## src/rtl/core/pidaw_pkg.sv

```systemverilog
// Shared types and constants for the PID anti-windup unit.
`timescale 1ns / 1ps
`default_nettype none
package pidaw_pkg;

    // Register indexes on the configuration port
    localparam logic [2:0] CFG_GAIN_P        = 3'd0;
    localparam logic [2:0] CFG_GAIN_I        = 3'd1;
    localparam logic [2:0] CFG_GAIN_D        = 3'd2;
    localparam logic [2:0] CFG_DRIVE_FLOOR   = 3'd3;
    localparam logic [2:0] CFG_DRIVE_CEILING = 3'd4;
    localparam logic [2:0] CFG_DERIV_ON_MEAS = 3'd5;

    // Divider takes two quotient bits per cycle over a 50-bit dividend
    localparam int DIV_BITS  = 50;
    localparam int DIV_STEPS = DIV_BITS / 2;

    typedef enum logic [4:0] {
        S_IDLE, S_PH, S_PL, S_PT, S_ZERO, S_DINIT, S_DIV, S_DQ,
        S_DH, S_DL, S_DT, S_NH, S_NL, S_NT, S_IH, S_IL, S_IT,
        S_SUM, S_CHK, S_AH, S_AL, S_AT, S_SUM2, S_FIN
    } state_t;

    typedef enum logic [2:0] {
        MS_P, MS_D, MS_N, MS_I, MS_A
    } mul_src_t;

    typedef enum logic [2:0] {
        TK_NONE, TK_P, TK_D, TK_I, TK_TENT
    } take_t;

    typedef struct packed {
        logic     load;
        mul_src_t mul_src;
        logic     mul_hi;
        logic     mul_lo;
        take_t    take;
        logic     div_init;
        logic     div_step;
        logic     deriv_take;
        logic     sum;
        logic     sum_id;
        logic     check;
        logic     finish;
    } cmd_t;

    typedef struct packed {
        logic clr;
        logic dt_zero;
        logic div_last;
        logic held_now;
        logic out_free;
    } stat_t;

endpackage
`default_nettype wire

```

## src/rtl/core/pid_controller_anti_windup_unit.sv

```systemverilog
// Top level of the fixed-point PID unit with conditional-integration anti-windup.
//
//   channel   direction  handshake              payload
//   cfg       in         cfg_valid/cfg_ready    cfg_index[2:0], cfg_data[31:0]
//   in        in         in_valid/in_ready      mode, target, sensed, step_time
//   out       out        out_valid/out_ready    drive, raw_sum, integral_held
//
// One request at a time. A run request with nonzero step runs the radix-4 divider
// for the derivative and the shared two-pass 32x24 multiplier, and runs longer when
// the integral is withheld. Zero step and clear skip the divider.
// The result sits in an output register, so a new request is taken while it
// waits. rst_n clears state and restores the register defaults.
`timescale 1ns / 1ps
`default_nettype none
module pid_controller_anti_windup_unit (
    input  wire                 clk,
    input  wire                 rst_n,
    input  wire                 cfg_valid,
    output logic                cfg_ready,
    input  wire  [2:0]          cfg_index,
    input  wire  [31:0]         cfg_data,
    input  wire                 in_valid,
    output logic                in_ready,
    input  wire                 mode,
    input  wire  signed [31:0]  target,
    input  wire  signed [31:0]  sensed,
    input  wire  [15:0]         step_time,
    output logic                out_valid,
    input  wire                 out_ready,
    output logic signed [31:0]  drive,
    output logic signed [39:0]  raw_sum,
    output logic                integral_held
);

    pidaw_pkg::cmd_t  cmd;
    pidaw_pkg::stat_t stat;

    pidaw_ctrl u_ctrl (
        .clk      (clk),
        .rst_n    (rst_n),
        .in_valid (in_valid),
        .in_ready (in_ready),
        .stat     (stat),
        .cmd      (cmd)
    );

    pidaw_dp u_dp (
        .clk           (clk),
        .rst_n         (rst_n),
        .cmd           (cmd),
        .stat          (stat),
        .cfg_valid     (cfg_valid),
        .cfg_ready     (cfg_ready),
        .cfg_index     (cfg_index),
        .cfg_data      (cfg_data),
        .mode          (mode),
        .target        (target),
        .sensed        (sensed),
        .step_time     (step_time),
        .out_valid     (out_valid),
        .out_ready     (out_ready),
        .drive         (drive),
        .raw_sum       (raw_sum),
        .integral_held (integral_held)
    );

endmodule
`default_nettype wire

```

## src/rtl/core/pidaw_ctrl.sv

```systemverilog
// Sequencer for the PID update: steps the datapath through each term.
`timescale 1ns / 1ps
`default_nettype none
module pidaw_ctrl (
    input  wire                 clk,
    input  wire                 rst_n,
    input  wire                 in_valid,
    output logic                in_ready,
    input  pidaw_pkg::stat_t    stat,
    output pidaw_pkg::cmd_t     cmd
);

    pidaw_pkg::state_t state_reg;
    pidaw_pkg::state_t state_next;

    always_ff @(posedge clk or negedge rst_n)
    begin
        if (!rst_n)
        begin
            state_reg <= pidaw_pkg::S_IDLE;
        end
        else
        begin
            state_reg <= state_next;
        end
    end

    always_comb
    begin
        state_next = state_reg;
        unique case (state_reg)
            pidaw_pkg::S_IDLE:  if (in_valid) state_next = pidaw_pkg::S_PH;
            pidaw_pkg::S_PH:    state_next = pidaw_pkg::S_PL;
            pidaw_pkg::S_PL:    state_next = pidaw_pkg::S_PT;
            pidaw_pkg::S_PT:
            begin
                if (stat.clr)
                    state_next = pidaw_pkg::S_FIN;
                else if (stat.dt_zero)
                    state_next = pidaw_pkg::S_ZERO;
                else
                    state_next = pidaw_pkg::S_DINIT;
            end
            pidaw_pkg::S_ZERO:  state_next = pidaw_pkg::S_FIN;
            pidaw_pkg::S_DINIT: state_next = pidaw_pkg::S_DIV;
            pidaw_pkg::S_DIV:   if (stat.div_last) state_next = pidaw_pkg::S_DQ;
            pidaw_pkg::S_DQ:    state_next = pidaw_pkg::S_DH;
            pidaw_pkg::S_DH:    state_next = pidaw_pkg::S_DL;
            pidaw_pkg::S_DL:    state_next = pidaw_pkg::S_DT;
            pidaw_pkg::S_DT:    state_next = pidaw_pkg::S_NH;
            pidaw_pkg::S_NH:    state_next = pidaw_pkg::S_NL;
            pidaw_pkg::S_NL:    state_next = pidaw_pkg::S_NT;
            pidaw_pkg::S_NT:    state_next = pidaw_pkg::S_IH;
            pidaw_pkg::S_IH:    state_next = pidaw_pkg::S_IL;
            pidaw_pkg::S_IL:    state_next = pidaw_pkg::S_IT;
            pidaw_pkg::S_IT:    state_next = pidaw_pkg::S_SUM;
            pidaw_pkg::S_SUM:   state_next = pidaw_pkg::S_CHK;
            pidaw_pkg::S_CHK:
            begin
                if (stat.held_now)
                    state_next = pidaw_pkg::S_AH;
                else
                    state_next = pidaw_pkg::S_FIN;
            end
            pidaw_pkg::S_AH:    state_next = pidaw_pkg::S_AL;
            pidaw_pkg::S_AL:    state_next = pidaw_pkg::S_AT;
            pidaw_pkg::S_AT:    state_next = pidaw_pkg::S_SUM2;
            pidaw_pkg::S_SUM2:  state_next = pidaw_pkg::S_FIN;
            pidaw_pkg::S_FIN:   if (stat.out_free) state_next = pidaw_pkg::S_IDLE;
            default:            state_next = pidaw_pkg::S_IDLE;
        endcase
    end

    always_comb
    begin
        in_ready = 1'b0;
        cmd      = '0;
        unique case (state_reg)
            pidaw_pkg::S_IDLE:
            begin
                in_ready = 1'b1;
                cmd.load = in_valid;
            end
            pidaw_pkg::S_PH:
            begin
                cmd.mul_src = pidaw_pkg::MS_P;
                cmd.mul_hi  = 1'b1;
            end
            pidaw_pkg::S_PL:
            begin
                cmd.mul_src = pidaw_pkg::MS_P;
                cmd.mul_lo  = 1'b1;
            end
            pidaw_pkg::S_PT:    cmd.take = pidaw_pkg::TK_P;
            pidaw_pkg::S_ZERO:  cmd.sum  = 1'b1;
            pidaw_pkg::S_DINIT: cmd.div_init = 1'b1;
            pidaw_pkg::S_DIV:   cmd.div_step = 1'b1;
            pidaw_pkg::S_DQ:    cmd.deriv_take = 1'b1;
            pidaw_pkg::S_DH:
            begin
                cmd.mul_src = pidaw_pkg::MS_D;
                cmd.mul_hi  = 1'b1;
            end
            pidaw_pkg::S_DL:
            begin
                cmd.mul_src = pidaw_pkg::MS_D;
                cmd.mul_lo  = 1'b1;
            end
            pidaw_pkg::S_DT:    cmd.take = pidaw_pkg::TK_D;
            pidaw_pkg::S_NH:
            begin
                cmd.mul_src = pidaw_pkg::MS_N;
                cmd.mul_hi  = 1'b1;
            end
            pidaw_pkg::S_NL:
            begin
                cmd.mul_src = pidaw_pkg::MS_N;
                cmd.mul_lo  = 1'b1;
            end
            pidaw_pkg::S_NT:    cmd.take = pidaw_pkg::TK_TENT;
            pidaw_pkg::S_IH:
            begin
                cmd.mul_src = pidaw_pkg::MS_I;
                cmd.mul_hi  = 1'b1;
            end
            pidaw_pkg::S_IL:
            begin
                cmd.mul_src = pidaw_pkg::MS_I;
                cmd.mul_lo  = 1'b1;
            end
            pidaw_pkg::S_IT:    cmd.take = pidaw_pkg::TK_I;
            pidaw_pkg::S_SUM:
            begin
                cmd.sum    = 1'b1;
                cmd.sum_id = 1'b1;
            end
            pidaw_pkg::S_CHK:   cmd.check = 1'b1;
            pidaw_pkg::S_AH:
            begin
                cmd.mul_src = pidaw_pkg::MS_A;
                cmd.mul_hi  = 1'b1;
            end
            pidaw_pkg::S_AL:
            begin
                cmd.mul_src = pidaw_pkg::MS_A;
                cmd.mul_lo  = 1'b1;
            end
            pidaw_pkg::S_AT:    cmd.take = pidaw_pkg::TK_I;
            pidaw_pkg::S_SUM2:
            begin
                cmd.sum    = 1'b1;
                cmd.sum_id = 1'b1;
            end
            pidaw_pkg::S_FIN:   cmd.finish = stat.out_free;
            default:            cmd = '0;
        endcase
    end

endmodule
`default_nettype wire

```

## src/rtl/core/pidaw_dp.sv

```systemverilog
// Datapath: config registers, shared multiplier, serial divider, sums and state.
`timescale 1ns / 1ps
`default_nettype none
module pidaw_dp (
    input  wire                 clk,
    input  wire                 rst_n,
    input  pidaw_pkg::cmd_t     cmd,
    output pidaw_pkg::stat_t    stat,
    input  wire                 cfg_valid,
    output logic                cfg_ready,
    input  wire  [2:0]          cfg_index,
    input  wire  [31:0]         cfg_data,
    input  wire                 mode,
    input  wire  signed [31:0]  target,
    input  wire  signed [31:0]  sensed,
    input  wire  [15:0]         step_time,
    output logic                out_valid,
    input  wire                 out_ready,
    output logic signed [31:0]  drive,
    output logic signed [39:0]  raw_sum,
    output logic                integral_held
);

    // configuration
    logic signed [31:0] gain_p_reg, gain_i_reg, gain_d_reg;
    logic signed [31:0] floor_reg, ceil_reg;
    logic               dom_reg;

    // controller state
    logic signed [47:0] acc_reg;
    logic signed [31:0] last_sensed_reg;
    logic signed [32:0] last_err_reg;
    logic               hist_reg;
    logic signed [39:0] last_raw_reg;

    // request operands and working values
    logic               mode_reg;
    logic signed [31:0] sensed_reg;
    logic [15:0]        dt_reg;
    logic signed [32:0] err_reg;
    logic signed [48:0] p_reg, d_reg, i_reg;
    logic signed [47:0] tent_reg;
    logic signed [31:0] deriv_reg;
    logic signed [39:0] raw_reg;
    logic               held_reg;
    logic [79:0]        prod_reg;
    logic               neg_reg;
    logic [49:0]        quo_reg;
    logic [15:0]        rem_reg;
    logic               dneg_reg;
    logic [4:0]         cnt_reg;
    logic               out_valid_reg;

    assign cfg_ready = 1'b1;
    assign out_valid = out_valid_reg;

    always_ff @(posedge clk or negedge rst_n)
    begin
        if (!rst_n)
        begin
            gain_p_reg <= 32'sd65536;
            gain_i_reg <= '0;
            gain_d_reg <= '0;
            floor_reg  <= 32'sh8000_0000;
            ceil_reg   <= 32'sh7FFF_FFFF;
            dom_reg    <= 1'b0;
        end
        else if (cfg_valid)
        begin
            unique case (cfg_index)
                pidaw_pkg::CFG_GAIN_P:        gain_p_reg <= cfg_data;
                pidaw_pkg::CFG_GAIN_I:        gain_i_reg <= cfg_data;
                pidaw_pkg::CFG_GAIN_D:        gain_d_reg <= cfg_data;
                pidaw_pkg::CFG_DRIVE_FLOOR:   floor_reg  <= cfg_data;
                pidaw_pkg::CFG_DRIVE_CEILING: ceil_reg   <= cfg_data;
                pidaw_pkg::CFG_DERIV_ON_MEAS: dom_reg    <= cfg_data[0];
                default:                      ;
            endcase
        end
    end

    // ---------------- multiplier operands (magnitude and sign)
    logic [31:0] a_mag;
    logic        a_neg;
    logic [47:0] b_mag;
    logic        b_neg;
    logic [32:0] err_mag;
    logic [31:0] deriv_mag;

    assign err_mag   = err_reg[32] ? (~err_reg + 33'd1) : err_reg;
    assign deriv_mag = deriv_reg[31] ? (~deriv_reg + 32'd1) : deriv_reg;

    always_comb
    begin
        a_mag = '0;
        a_neg = 1'b0;
        b_mag = '0;
        b_neg = 1'b0;
        case (cmd.mul_src)
            pidaw_pkg::MS_P:
            begin
                a_mag = gain_p_reg[31] ? (~gain_p_reg + 32'd1) : gain_p_reg;
                a_neg = gain_p_reg[31];
                b_mag = 48'(err_mag);
                b_neg = err_reg[32];
            end
            pidaw_pkg::MS_D:
            begin
                a_mag = gain_d_reg[31] ? (~gain_d_reg + 32'd1) : gain_d_reg;
                a_neg = gain_d_reg[31];
                b_mag = 48'(deriv_mag);
                b_neg = deriv_reg[31];
            end
            pidaw_pkg::MS_N:
            begin
                a_mag = 32'(dt_reg);
                b_mag = 48'(err_mag);
                b_neg = err_reg[32];
            end
            pidaw_pkg::MS_I:
            begin
                a_mag = gain_i_reg[31] ? (~gain_i_reg + 32'd1) : gain_i_reg;
                a_neg = gain_i_reg[31];
                b_mag = tent_reg[47] ? (~tent_reg + 48'd1) : tent_reg;
                b_neg = tent_reg[47];
            end
            pidaw_pkg::MS_A:
            begin
                a_mag = gain_i_reg[31] ? (~gain_i_reg + 32'd1) : gain_i_reg;
                a_neg = gain_i_reg[31];
                b_mag = acc_reg[47] ? (~acc_reg + 48'd1) : acc_reg;
                b_neg = acc_reg[47];
            end
            default:
            begin
                a_mag = '0;
            end
        endcase
    end

    // upper half of b first, then shift and add the lower half
    logic [55:0] pp;
    assign pp = a_mag * (cmd.mul_hi ? b_mag[47:24] : b_mag[23:0]);

    always_ff @(posedge clk)
    begin
        if (cmd.mul_hi)
        begin
            prod_reg <= 80'(pp);
            neg_reg  <= a_neg ^ b_neg;
        end
        else if (cmd.mul_lo)
        begin
            prod_reg <= (prod_reg << 24) + 80'(pp);
        end
    end

    // (a*b)>>16, magnitude held to 2^47, sign restored
    logic        mul_ovf;
    logic [47:0] mul_r;
    logic signed [48:0] mul_res;
    assign mul_ovf = (|prod_reg[79:64]) || (prod_reg[63:16] > 48'h8000_0000_0000);
    assign mul_r   = mul_ovf ? 48'h8000_0000_0000 : prod_reg[63:16];
    assign mul_res = neg_reg ? -$signed({1'b0, mul_r}) : $signed({1'b0, mul_r});

    // tentative integral, saturated to 48 bits
    logic signed [49:0] tsum;
    logic signed [47:0] tent_sat;
    assign tsum = {{2{acc_reg[47]}}, acc_reg} + {mul_res[48], mul_res};
    always_comb
    begin
        if (tsum > 50'sd140737488355327)
            tent_sat = 48'sh7FFF_FFFF_FFFF;
        else if (tsum < -50'sd140737488355328)
            tent_sat = 48'sh8000_0000_0000;
        else
            tent_sat = tsum[47:0];
    end

    // ---------------- divider: two restoring steps a cycle
    logic signed [33:0] diff;
    logic [33:0]        diff_mag;
    logic [16:0]        t1, t2;
    logic               ge1, ge2;
    logic [15:0]        r1;
    logic [49:0]        q1;

    assign diff = dom_reg ? (34'(last_sensed_reg) - 34'(sensed_reg))
                          : (34'(err_reg) - 34'(last_err_reg));
    assign diff_mag = diff[33] ? (~diff + 34'd1) : diff;

    assign t1  = {rem_reg, quo_reg[49]};
    assign ge1 = t1 >= {1'b0, dt_reg};
    assign r1  = ge1 ? 16'(t1 - {1'b0, dt_reg}) : t1[15:0];
    assign q1  = {quo_reg[48:0], ge1};
    assign t2  = {r1, q1[49]};
    assign ge2 = t2 >= {1'b0, dt_reg};

    always_ff @(posedge clk or negedge rst_n)
    begin
        if (!rst_n)
        begin
            cnt_reg <= '0;
        end
        else if (cmd.div_init)
        begin
            cnt_reg <= '0;
        end
        else if (cmd.div_step)
        begin
            cnt_reg <= cnt_reg + 5'd1;
        end
    end

    always_ff @(posedge clk)
    begin
        if (cmd.div_init)
        begin
            quo_reg  <= hist_reg ? {diff_mag, 16'd0} : '0;
            rem_reg  <= '0;
            dneg_reg <= diff[33];
        end
        else if (cmd.div_step)
        begin
            quo_reg <= {q1[48:0], ge2};
            rem_reg <= ge2 ? 16'(t2 - {1'b0, dt_reg}) : t2[15:0];
        end
    end

    // quotient saturated to signed 32 bits
    logic signed [31:0] deriv_sat;
    always_comb
    begin
        if (dneg_reg)
            deriv_sat = (quo_reg > 50'h0_8000_0000) ? 32'sh8000_0000
                                                     : (~quo_reg[31:0] + 32'd1);
        else
            deriv_sat = (quo_reg > 50'h0_7FFF_FFFF) ? 32'sh7FFF_FFFF : quo_reg[31:0];
    end

    // ---------------- sum, clamp and anti-windup test
    logic signed [50:0] s51;
    logic signed [39:0] raw_sat;
    logic signed [39:0] floor40, ceil40, lo40, drv40;
    logic               held_now;

    assign s51 = {{2{p_reg[48]}}, p_reg}
               + (cmd.sum_id ? ({{2{i_reg[48]}}, i_reg} + {{2{d_reg[48]}}, d_reg}) : 51'sd0);
    always_comb
    begin
        if (s51 > 51'sd549755813887)
            raw_sat = 40'sh7F_FFFF_FFFF;
        else if (s51 < -51'sd549755813888)
            raw_sat = 40'sh80_0000_0000;
        else
            raw_sat = s51[39:0];
    end

    assign floor40 = {{8{floor_reg[31]}}, floor_reg};
    assign ceil40  = {{8{ceil_reg[31]}}, ceil_reg};
    assign lo40    = (raw_reg < floor40) ? floor40 : raw_reg;
    assign drv40   = (lo40 > ceil40) ? ceil40 : lo40;
    assign held_now = ((raw_reg > drv40) && !err_reg[32] && (err_reg != 33'sd0))
                   || ((raw_reg < drv40) && err_reg[32]);

    always_ff @(posedge clk)
    begin
        if (cmd.load)
        begin
            mode_reg   <= mode;
            sensed_reg <= sensed;
            dt_reg     <= step_time;
            err_reg    <= 33'(target) - 33'(sensed);
        end
        case (cmd.take)
            pidaw_pkg::TK_P:    p_reg    <= mul_res;
            pidaw_pkg::TK_D:    d_reg    <= mul_res;
            pidaw_pkg::TK_I:    i_reg    <= mul_res;
            pidaw_pkg::TK_TENT: tent_reg <= tent_sat;
            default:            ;
        endcase
        if (cmd.deriv_take)
            deriv_reg <= deriv_sat;
        if (cmd.sum)
            raw_reg <= raw_sat;
        if (cmd.load)
            held_reg <= 1'b0;
        else if (cmd.check)
            held_reg <= held_now;
        if (cmd.finish)
        begin
            drive         <= mode_reg ? 32'sd0 : drv40[31:0];
            raw_sum       <= mode_reg ? 40'sd0 : raw_reg;
            integral_held <= mode_reg ? 1'b0 : held_reg;
        end
    end

    always_ff @(posedge clk or negedge rst_n)
    begin
        if (!rst_n)
        begin
            acc_reg         <= '0;
            last_sensed_reg <= '0;
            last_err_reg    <= '0;
            hist_reg        <= 1'b0;
            last_raw_reg    <= '0;
            out_valid_reg   <= 1'b0;
        end
        else
        begin
            if (cmd.finish)
            begin
                out_valid_reg <= 1'b1;
                if (mode_reg)
                begin
                    acc_reg         <= '0;
                    last_sensed_reg <= '0;
                    last_err_reg    <= '0;
                    hist_reg        <= 1'b0;
                    last_raw_reg    <= '0;
                end
                else if (dt_reg == 16'd0)
                begin
                    last_raw_reg <= raw_reg;
                end
                else
                begin
                    if (!held_reg)
                        acc_reg <= tent_reg;
                    last_sensed_reg <= sensed_reg;
                    last_err_reg    <= err_reg;
                    hist_reg        <= 1'b1;
                    last_raw_reg    <= raw_reg;
                end
            end
            else if (out_ready)
            begin
                out_valid_reg <= 1'b0;
            end
        end
    end

    assign stat.clr      = mode_reg;
    assign stat.dt_zero  = (dt_reg == 16'd0);
    assign stat.div_last = (cnt_reg == 5'(pidaw_pkg::DIV_STEPS - 1));
    assign stat.held_now = held_now;
    assign stat.out_free = !out_valid_reg || out_ready;

endmodule
`default_nettype wire

```

## config.mk

```make
export PLATFORM = sky130hd
export DESIGN_NAME = pid_controller_anti_windup_unit
export DESIGN_NICKNAME = d
export VERILOG_FILES = /design/src/rtl/core/pidaw_pkg.sv /design/src/rtl/core/pid_controller_anti_windup_unit.sv /design/src/rtl/core/pidaw_ctrl.sv /design/src/rtl/core/pidaw_dp.sv
export SDC_FILE = /design/constraint.sdc
export NUM_CORES = 2
export LEC_CHECK = 0
export ABC_AREA = 1
export ABC_CLOCK_PERIOD_IN_PS = 11900
export BUFFER_PORTS_ARGS = -buffer_cell sky130_fd_sc_hd__buf_2
export CAP_MARGIN = 0
export CORE_UTILIZATION = 35
export CTS_CLUSTER_SIZE = 40
export DETAILED_ROUTE_END_ITERATION = 10
export SETUP_SLACK_MARGIN = 0.02
export SLEW_MARGIN = 20
export SYNTH_ARGS = -nofsm -noshare
export SYNTH_HDL_FRONTEND = slang
export SYNTH_SLANG_ARGS = --single-unit
```

## constraint.sdc

```tcl
create_clock -name clk -period 11.9 [get_ports clk]
set_input_delay 1.785 -clock clk [delete_from_list [all_inputs] [get_ports clk]]
set_output_delay 1.785 -clock clk [all_outputs]
set_load 0.01 [all_outputs]
```

Yosys cells after proc, flatten, opt, wreduce, memory -nomap -nowiden
Index checks and enable logic that the tools add are counted.
{"block": "op_classes", "n_addsub": 20, "multipliers": 1, "order_cmp": 13, "eq_ne": 42, "muxes": 64, "bitwise_logic": 10, "n_reduce_logical": 38}
{"operator": "$mux W48", "count": 7}
{"operator": "$mux W32", "count": 9}
{"operator": "$pmux W48 S4", "count": 1}
{"operator": "$add A32 B1 Y32 const B", "count": 5}
{"operator": "$not A32 Y32", "count": 5}
{"operator": "$mux W50", "count": 3}
{"operator": "$pmux W32 S4", "count": 1}
{"operator": "$mux W40", "count": 3}
{"operator": "$pmux W5 S23", "count": 1}
{"operator": "$mux W56", "count": 2}
{"operator": "$mux W33", "count": 3}
{"operator": "$add A48 B1 Y48 const B", "count": 2}
{"operator": "$not A48 Y48", "count": 2}
{"operator": "$add A80 B56 Y80", "count": 1}
{"operator": "$mux W34", "count": 2}
{"operator": "$sub A32 B32 Y33", "count": 2}
{"operator": "$mul A32 B56 Y56", "count": 1}
{"operator": "$add A51 B51 Y51", "count": 1}
{"operator": "$gt A51 B40 Y1 const B", "count": 1}
{"operator": "$lt A51 B40 Y1 const B", "count": 1}
{"operator": "$mux W51", "count": 1}
{"operator": "$add A48 B49 Y50", "count": 1}
{"operator": "$add A49 B49 Y50", "count": 1}
{"operator": "$gt A50 B31 Y1 const B", "count": 1}
{"operator": "other kinds (51)", "count": 131}
{"block": "totals", "reg_bits": 857, "wordCells": 221}

Longest topological paths before layout
{"block": "depth", "depth_word": 11, "depth_mapped": 64, "mapped_depth_nobuf": 63}

Modules after synthesis
A second synthesis with hierarchy kept.
{"block": "unflattened", "hier_cells": 12610, "hier_area_um2": 93191.9}
{"mod": "pidaw_dp", "n_inst": 1, "cells_per_inst": 12494, "area_each_um2": 92545.0, "seq_area_each_um2": 23809.1}
{"mod": "pidaw_ctrl", "n_inst": 1, "cells_per_inst": 116, "area_each_um2": 646.9, "seq_area_each_um2": 125.1}

Worst setup path before layout
No wires, ideal clock.
{"block": "synth_path", "path_type": "register -> register", "start": "register u_dp.tent_reg[0]", "end": "register u_dp.prod_reg[48], data pin", "t_arrival_ns": 9.385, "required_ns": 11.648, "slack_ns": 2.262, "stages_incl_launch_ff": 57, "path_cell_list": "edfxtp_1 > inv_2 > ha_1 > inv_1 > nor3_2 > nand2_2 > nor2_4 > inv_2 > nor2_4 > nand4_1 > nor3_1 > nand2_1 > nand3_1 > a31oi_1 > nand2_1 > nand2_1 > inv_2 > buf_2 > [21 not listed] > nand2_1 > nand2_1 > xor2_1 > ha_1 > fa_1 > nand3_1 > nand3_1 > a21oi_1 > o21bai_1 > a21boi_1 > o21bai_1 > nand2_1 > nand2_1 > nand2_1 > nand2_1 > or2_2 > nand3_1 > nand2_1"}
{"block": "synth_via", "elab_chain_len": 9}
{"item": "from (decl)", "line": "pidaw_dp.sv:42", "source": "logic signed [47:0] tent_reg;"}
{"item": "from (signal assigned)", "line": "pidaw_dp.sv:279", "source": "pidaw_pkg::TK_TENT: tent_reg <= tent_sat;"}
{"item": "$not A48 Y48", "line": "pidaw_dp.sv:124", "source": "b_mag = tent_reg[47] ? (~tent_reg + 48'd1) : tent_reg;"}
{"item": "$add A48 B1 Y48", "line": "pidaw_dp.sv:124"}
{"item": "$mux W48 *", "line": "pidaw_dp.sv:124"}
{"item": "$pmux W48 S4 *", "line": "pidaw_dp.sv:99", "source": "case (cmd.mul_src)"}
{"item": "$mux W24 *", "line": "pidaw_dp.sv:143", "source": "assign pp = a_mag * (cmd.mul_hi ? b_mag[47:24] : b_mag[23:0]);"}
{"item": "$mul A32 B56 Y56 *", "line": "pidaw_dp.sv:143"}
{"item": "$add A80 B56 Y80", "line": "pidaw_dp.sv:154", "source": "prod_reg <= (prod_reg << 24) + 80'(pp);"}
{"item": "$mux W56", "line": "pidaw_dp.sv:152", "source": "else if (cmd.mul_lo)"}
{"item": "$mux W56 *", "line": "pidaw_dp.sv:147", "source": "if (cmd.mul_hi)"}
{"item": "to (signal assigned)", "line": "pidaw_dp.sv:149", "source": "prod_reg <= 80'(pp);"}
{"item": "to (signal assigned)", "line": "pidaw_dp.sv:154"}
{"item": "to (decl)", "line": "pidaw_dp.sv:46", "source": "logic [79:0] prod_reg;"}
Every way passes the cells marked *; elsewhere a longest branch is shown, timed or not. The select of a mux whose other input is x is not followed.
A chain may end at the register's enable or synchronous reset.

Worst setup path after layout
{"block": "layout_path", "start": "register u_dp.tent_reg[0]", "end": "register u_dp.prod_reg[61]"}
{"block": "layout_via", "elab_chain_len": 7}
{"item": "$not A48 Y48", "line": "pidaw_dp.sv:124"}
{"item": "$add A48 B1 Y48", "line": "pidaw_dp.sv:124"}
{"item": "$mux W48 *", "line": "pidaw_dp.sv:124"}
{"item": "$pmux W48 S4 *", "line": "pidaw_dp.sv:99"}
{"item": "$mux W24 *", "line": "pidaw_dp.sv:143"}
{"item": "$mul A32 B56 Y56 *", "line": "pidaw_dp.sv:143"}
{"item": "$add A80 B56 Y80 *", "line": "pidaw_dp.sv:154"}
Every way passes the cells marked *; elsewhere a longest branch is shown, timed or not.

==> run metrics <==
status=complete, no violations; CP bufs+invs=10; Syn Inst Count=12,500; CTS Hold Buffers Added=0; mean area per synthesized cell=7.37 um^2; Crit Path Class=register to register; Root Driver=clkbuf_16; Max Buffers Root-to-Sink=3; Vias/cell=5.28; CTS clk-pin slew, worst paths=about 0.060 ns; I/O Buffers=195; row cnt=between 150 and 200; number of cells on the worst hold path=1; Critical Path RT=12.63 ns; CP max stage cell=o311ai_0; slew margin rel.=17.4%; DR DRC count=0; final period utilization=96.1%; WHS=0.461 ns; post-route cell area=102,000 um^2; clk sinks=857; Worst Skew=around 0.12 ns; GR Overflow Total=0; max_cap viols=0; all-layer global routing usage=25.7%; drt first-iter violations=between 8,000 and 9,000; GPL Wtd Cong=1.00; Initial Utilization=35.2%; via count=~86,000; reg2reg path depth=46; CTS Buf Count=105; largest net degree at the start of global routing=between 70 and 80; Slew @ Worst Pin=1.23 ns; dpl hpwl=~280,000 um; Area growth, synth to finish=10.5%; Post-Route WL=344,000 um; setup violators final=0; Die Footprint=266,000 um^2; CTS tree=done; dominant synthesized flop cell=edfxtp_1; max reg flops=80; CP most frequent cell=fa_1; Die Ht=~520 um; Final Hold Viols=0; First-pass DRT Iterations=6; Max stage delay on crit path=0.83 ns; placed cell area=98,100 um^2; Core Area=262,000 um^2; Layout Nets=14,100; Worst setup SP type=register; syn nets=~14,000; H-tree levels=3; maximum fanout along the worst path=15; first-pass GRT wire length=slightly above 500,000 um; flop and latch count out of synthesis=between 800 and 900; minimum clock period=11.43 ns; Max Clock Freq=0.0875 GHz; family with the most delay on the worst path=adder cells; cell area after synthesis=92,300 um^2; Horiz. Die Dim=516 um; critical path depth=46; number of synthesized flops with an enable pin=530; Synth cell types=80; Yosys warning total=0; io pins=197; Routed Antenna Nets=0; vias in the first global route=between 80,000 and 90,000; async set-reset flop share out of synthesis=33.4%; initial antenna violation count=13; CP endpoint kind=register; Worst-Skew Late Latency=0.83 ns; max-slew violation count=0; hold crit path type=register to register; register area share after synthesis=25.9%; unrepaired setup endpoints after global routing=false; routed length per instance=~21 um; share of post-route cells with drive strength above 1=6.82%; data arrival time of the worst path=between 10 and 15 ns
==> final timing paths <==
path                                        from                  to  slack (ns)
worst max register to register  u_dp.tent_reg[0]   u_dp.prod_reg[61]        0.47
worst min register to register   u_dp.cnt_reg[4]     u_dp.cnt_reg[4]        0.46
max in group asynchronous                  rst_n  u_dp.gain_i_reg[5]        8.85
min in group asynchronous                  rst_n    u_dp.acc_reg[39]        1.00
worst min-delay path             u_dp.cnt_reg[4]     u_dp.cnt_reg[4]        0.46
worst max-delay path            u_dp.tent_reg[0]   u_dp.prod_reg[61]        0.47
==> routing by layer <==
| layer | GRT usage, % | up-vias | share of wire (%) |
|---|---|---|---|
| li1 | - | 40800 | - |
| met1 | 34.0 | 41300 | 42 |
| met2 | 41.4 | 3392 | 45 |
| met3 | 3.94 | 670 | 7.5 |
| met4 | 11.2 | 4 | 4.9 |
| met5 | 0 | - | 0.0099 |
==> through the flow <==
stage	utilization [%]	setup TNS, ns	cells	setup slack (ns)
global route	38.9	0	16300	0.00541
floorplan	-	0	12500	2.26
global placement	37.4	-0.00944	16100	-0.00944
finish	38.9	0	16300	0.467
detailed placement	37.4	0	16100	0.0118
CTS	38.8	0	16300	0.183
==> cells in the final DEF, fill, tap and decap left out, drive strengths merged, types with 253 or more instances in the layout <==
master / instances
buf: 427
nand3: 884
fa: 667
inv: 2211
ha: 626
nand2: 2859
a21oi: 680
dfrtp: 253
nor2: 1297
o21ai: 841
edfxtp: 530
==> cells in the mapped netlist (9+ instances only) <==
cell type     n  share of area (%)
nand2_1    2830                 12
inv_1      2130                8.7
nor2_1     1260                5.1
nand3_1     873                4.7
o21ai_0     775                4.2
a21oi_1     679                3.7
fa_1        667                 14
ha_1        626                8.5
edfxtp_1    530                 17
dfrtp_1     253                6.9
xor2_1      239                2.3
clkbuf_1    154               0.63
nor3_1      146               0.79
buf_2       139               0.75
nand4_1     110               0.75
xnor2_1      95               0.90
a31oi_1      91               0.62
inv_2        72               0.29
nor4_1       66               0.45
o21ai_1      62               0.34
a21o_1       54               0.44
o21bai_1     47               0.38
o22ai_1      47               0.32
nand3b_1     46               0.37
o211ai_1     45               0.37
dfxtp_1      41               0.89
o21a_1       38               0.31
o32ai_1      37               0.35
dfstp_2      33               0.94
buf_1        31               0.13
buf_4        30               0.24
nand2_2      26               0.18
a21boi_0     22               0.18
o31ai_1      22               0.18
nor2_2       20               0.14
nor2_4       17               0.21
and2_1       16               0.11
or2_2        15               0.10
o2111ai_1    13               0.12
nor3_2       12               0.13
o221ai_1     12               0.11
nand3_2      11               0.12
and3_1        9              0.061
==> area by class of cell <==
class                   instances  area [um^2]
fillers                     27600       160000
well taps                    3515         4400
flip-flops and latches        857        23900
repair buffers                427         2980
clock inverters                78          952
clock buffers                 122         2690
diodes                          1         2.50
multi-input cells            9102        58700
inverters                    2208         8330
==> logic make-up (layout without fill, tap and decap cells) <==
kind of cell,Yosys count,count (layout),share of synthesized area [%]
multiplexers,1,1,0.0108
flip-flops,857,857,25.9
buffers and inverters,2569,2835,10.8
XOR/XNOR,334,334,3.17
other,1,2,0.00406
AO/OA/AOI/OAI,1992,1992,12.1
adder cells (fa/ha/maj),1293,1293,23.0
AND/OR/NAND/NOR,5481,5481,25.0
==> timing repair <==
| action | in CTS | in global routing |
|---|---|---|
| endpoints found under the setup margin | 1 | 41 |
| hold endpoints to repair | 0 | 0 |
| resized for setup | 1 | 58 |
| pin swaps | 0 | 5 |
| setup buffers | 0 | 3 |
Power is left out: the tool's default activity adds up to more than one toggle a clock period on the data nets, which glitch-free logic cannot reach.
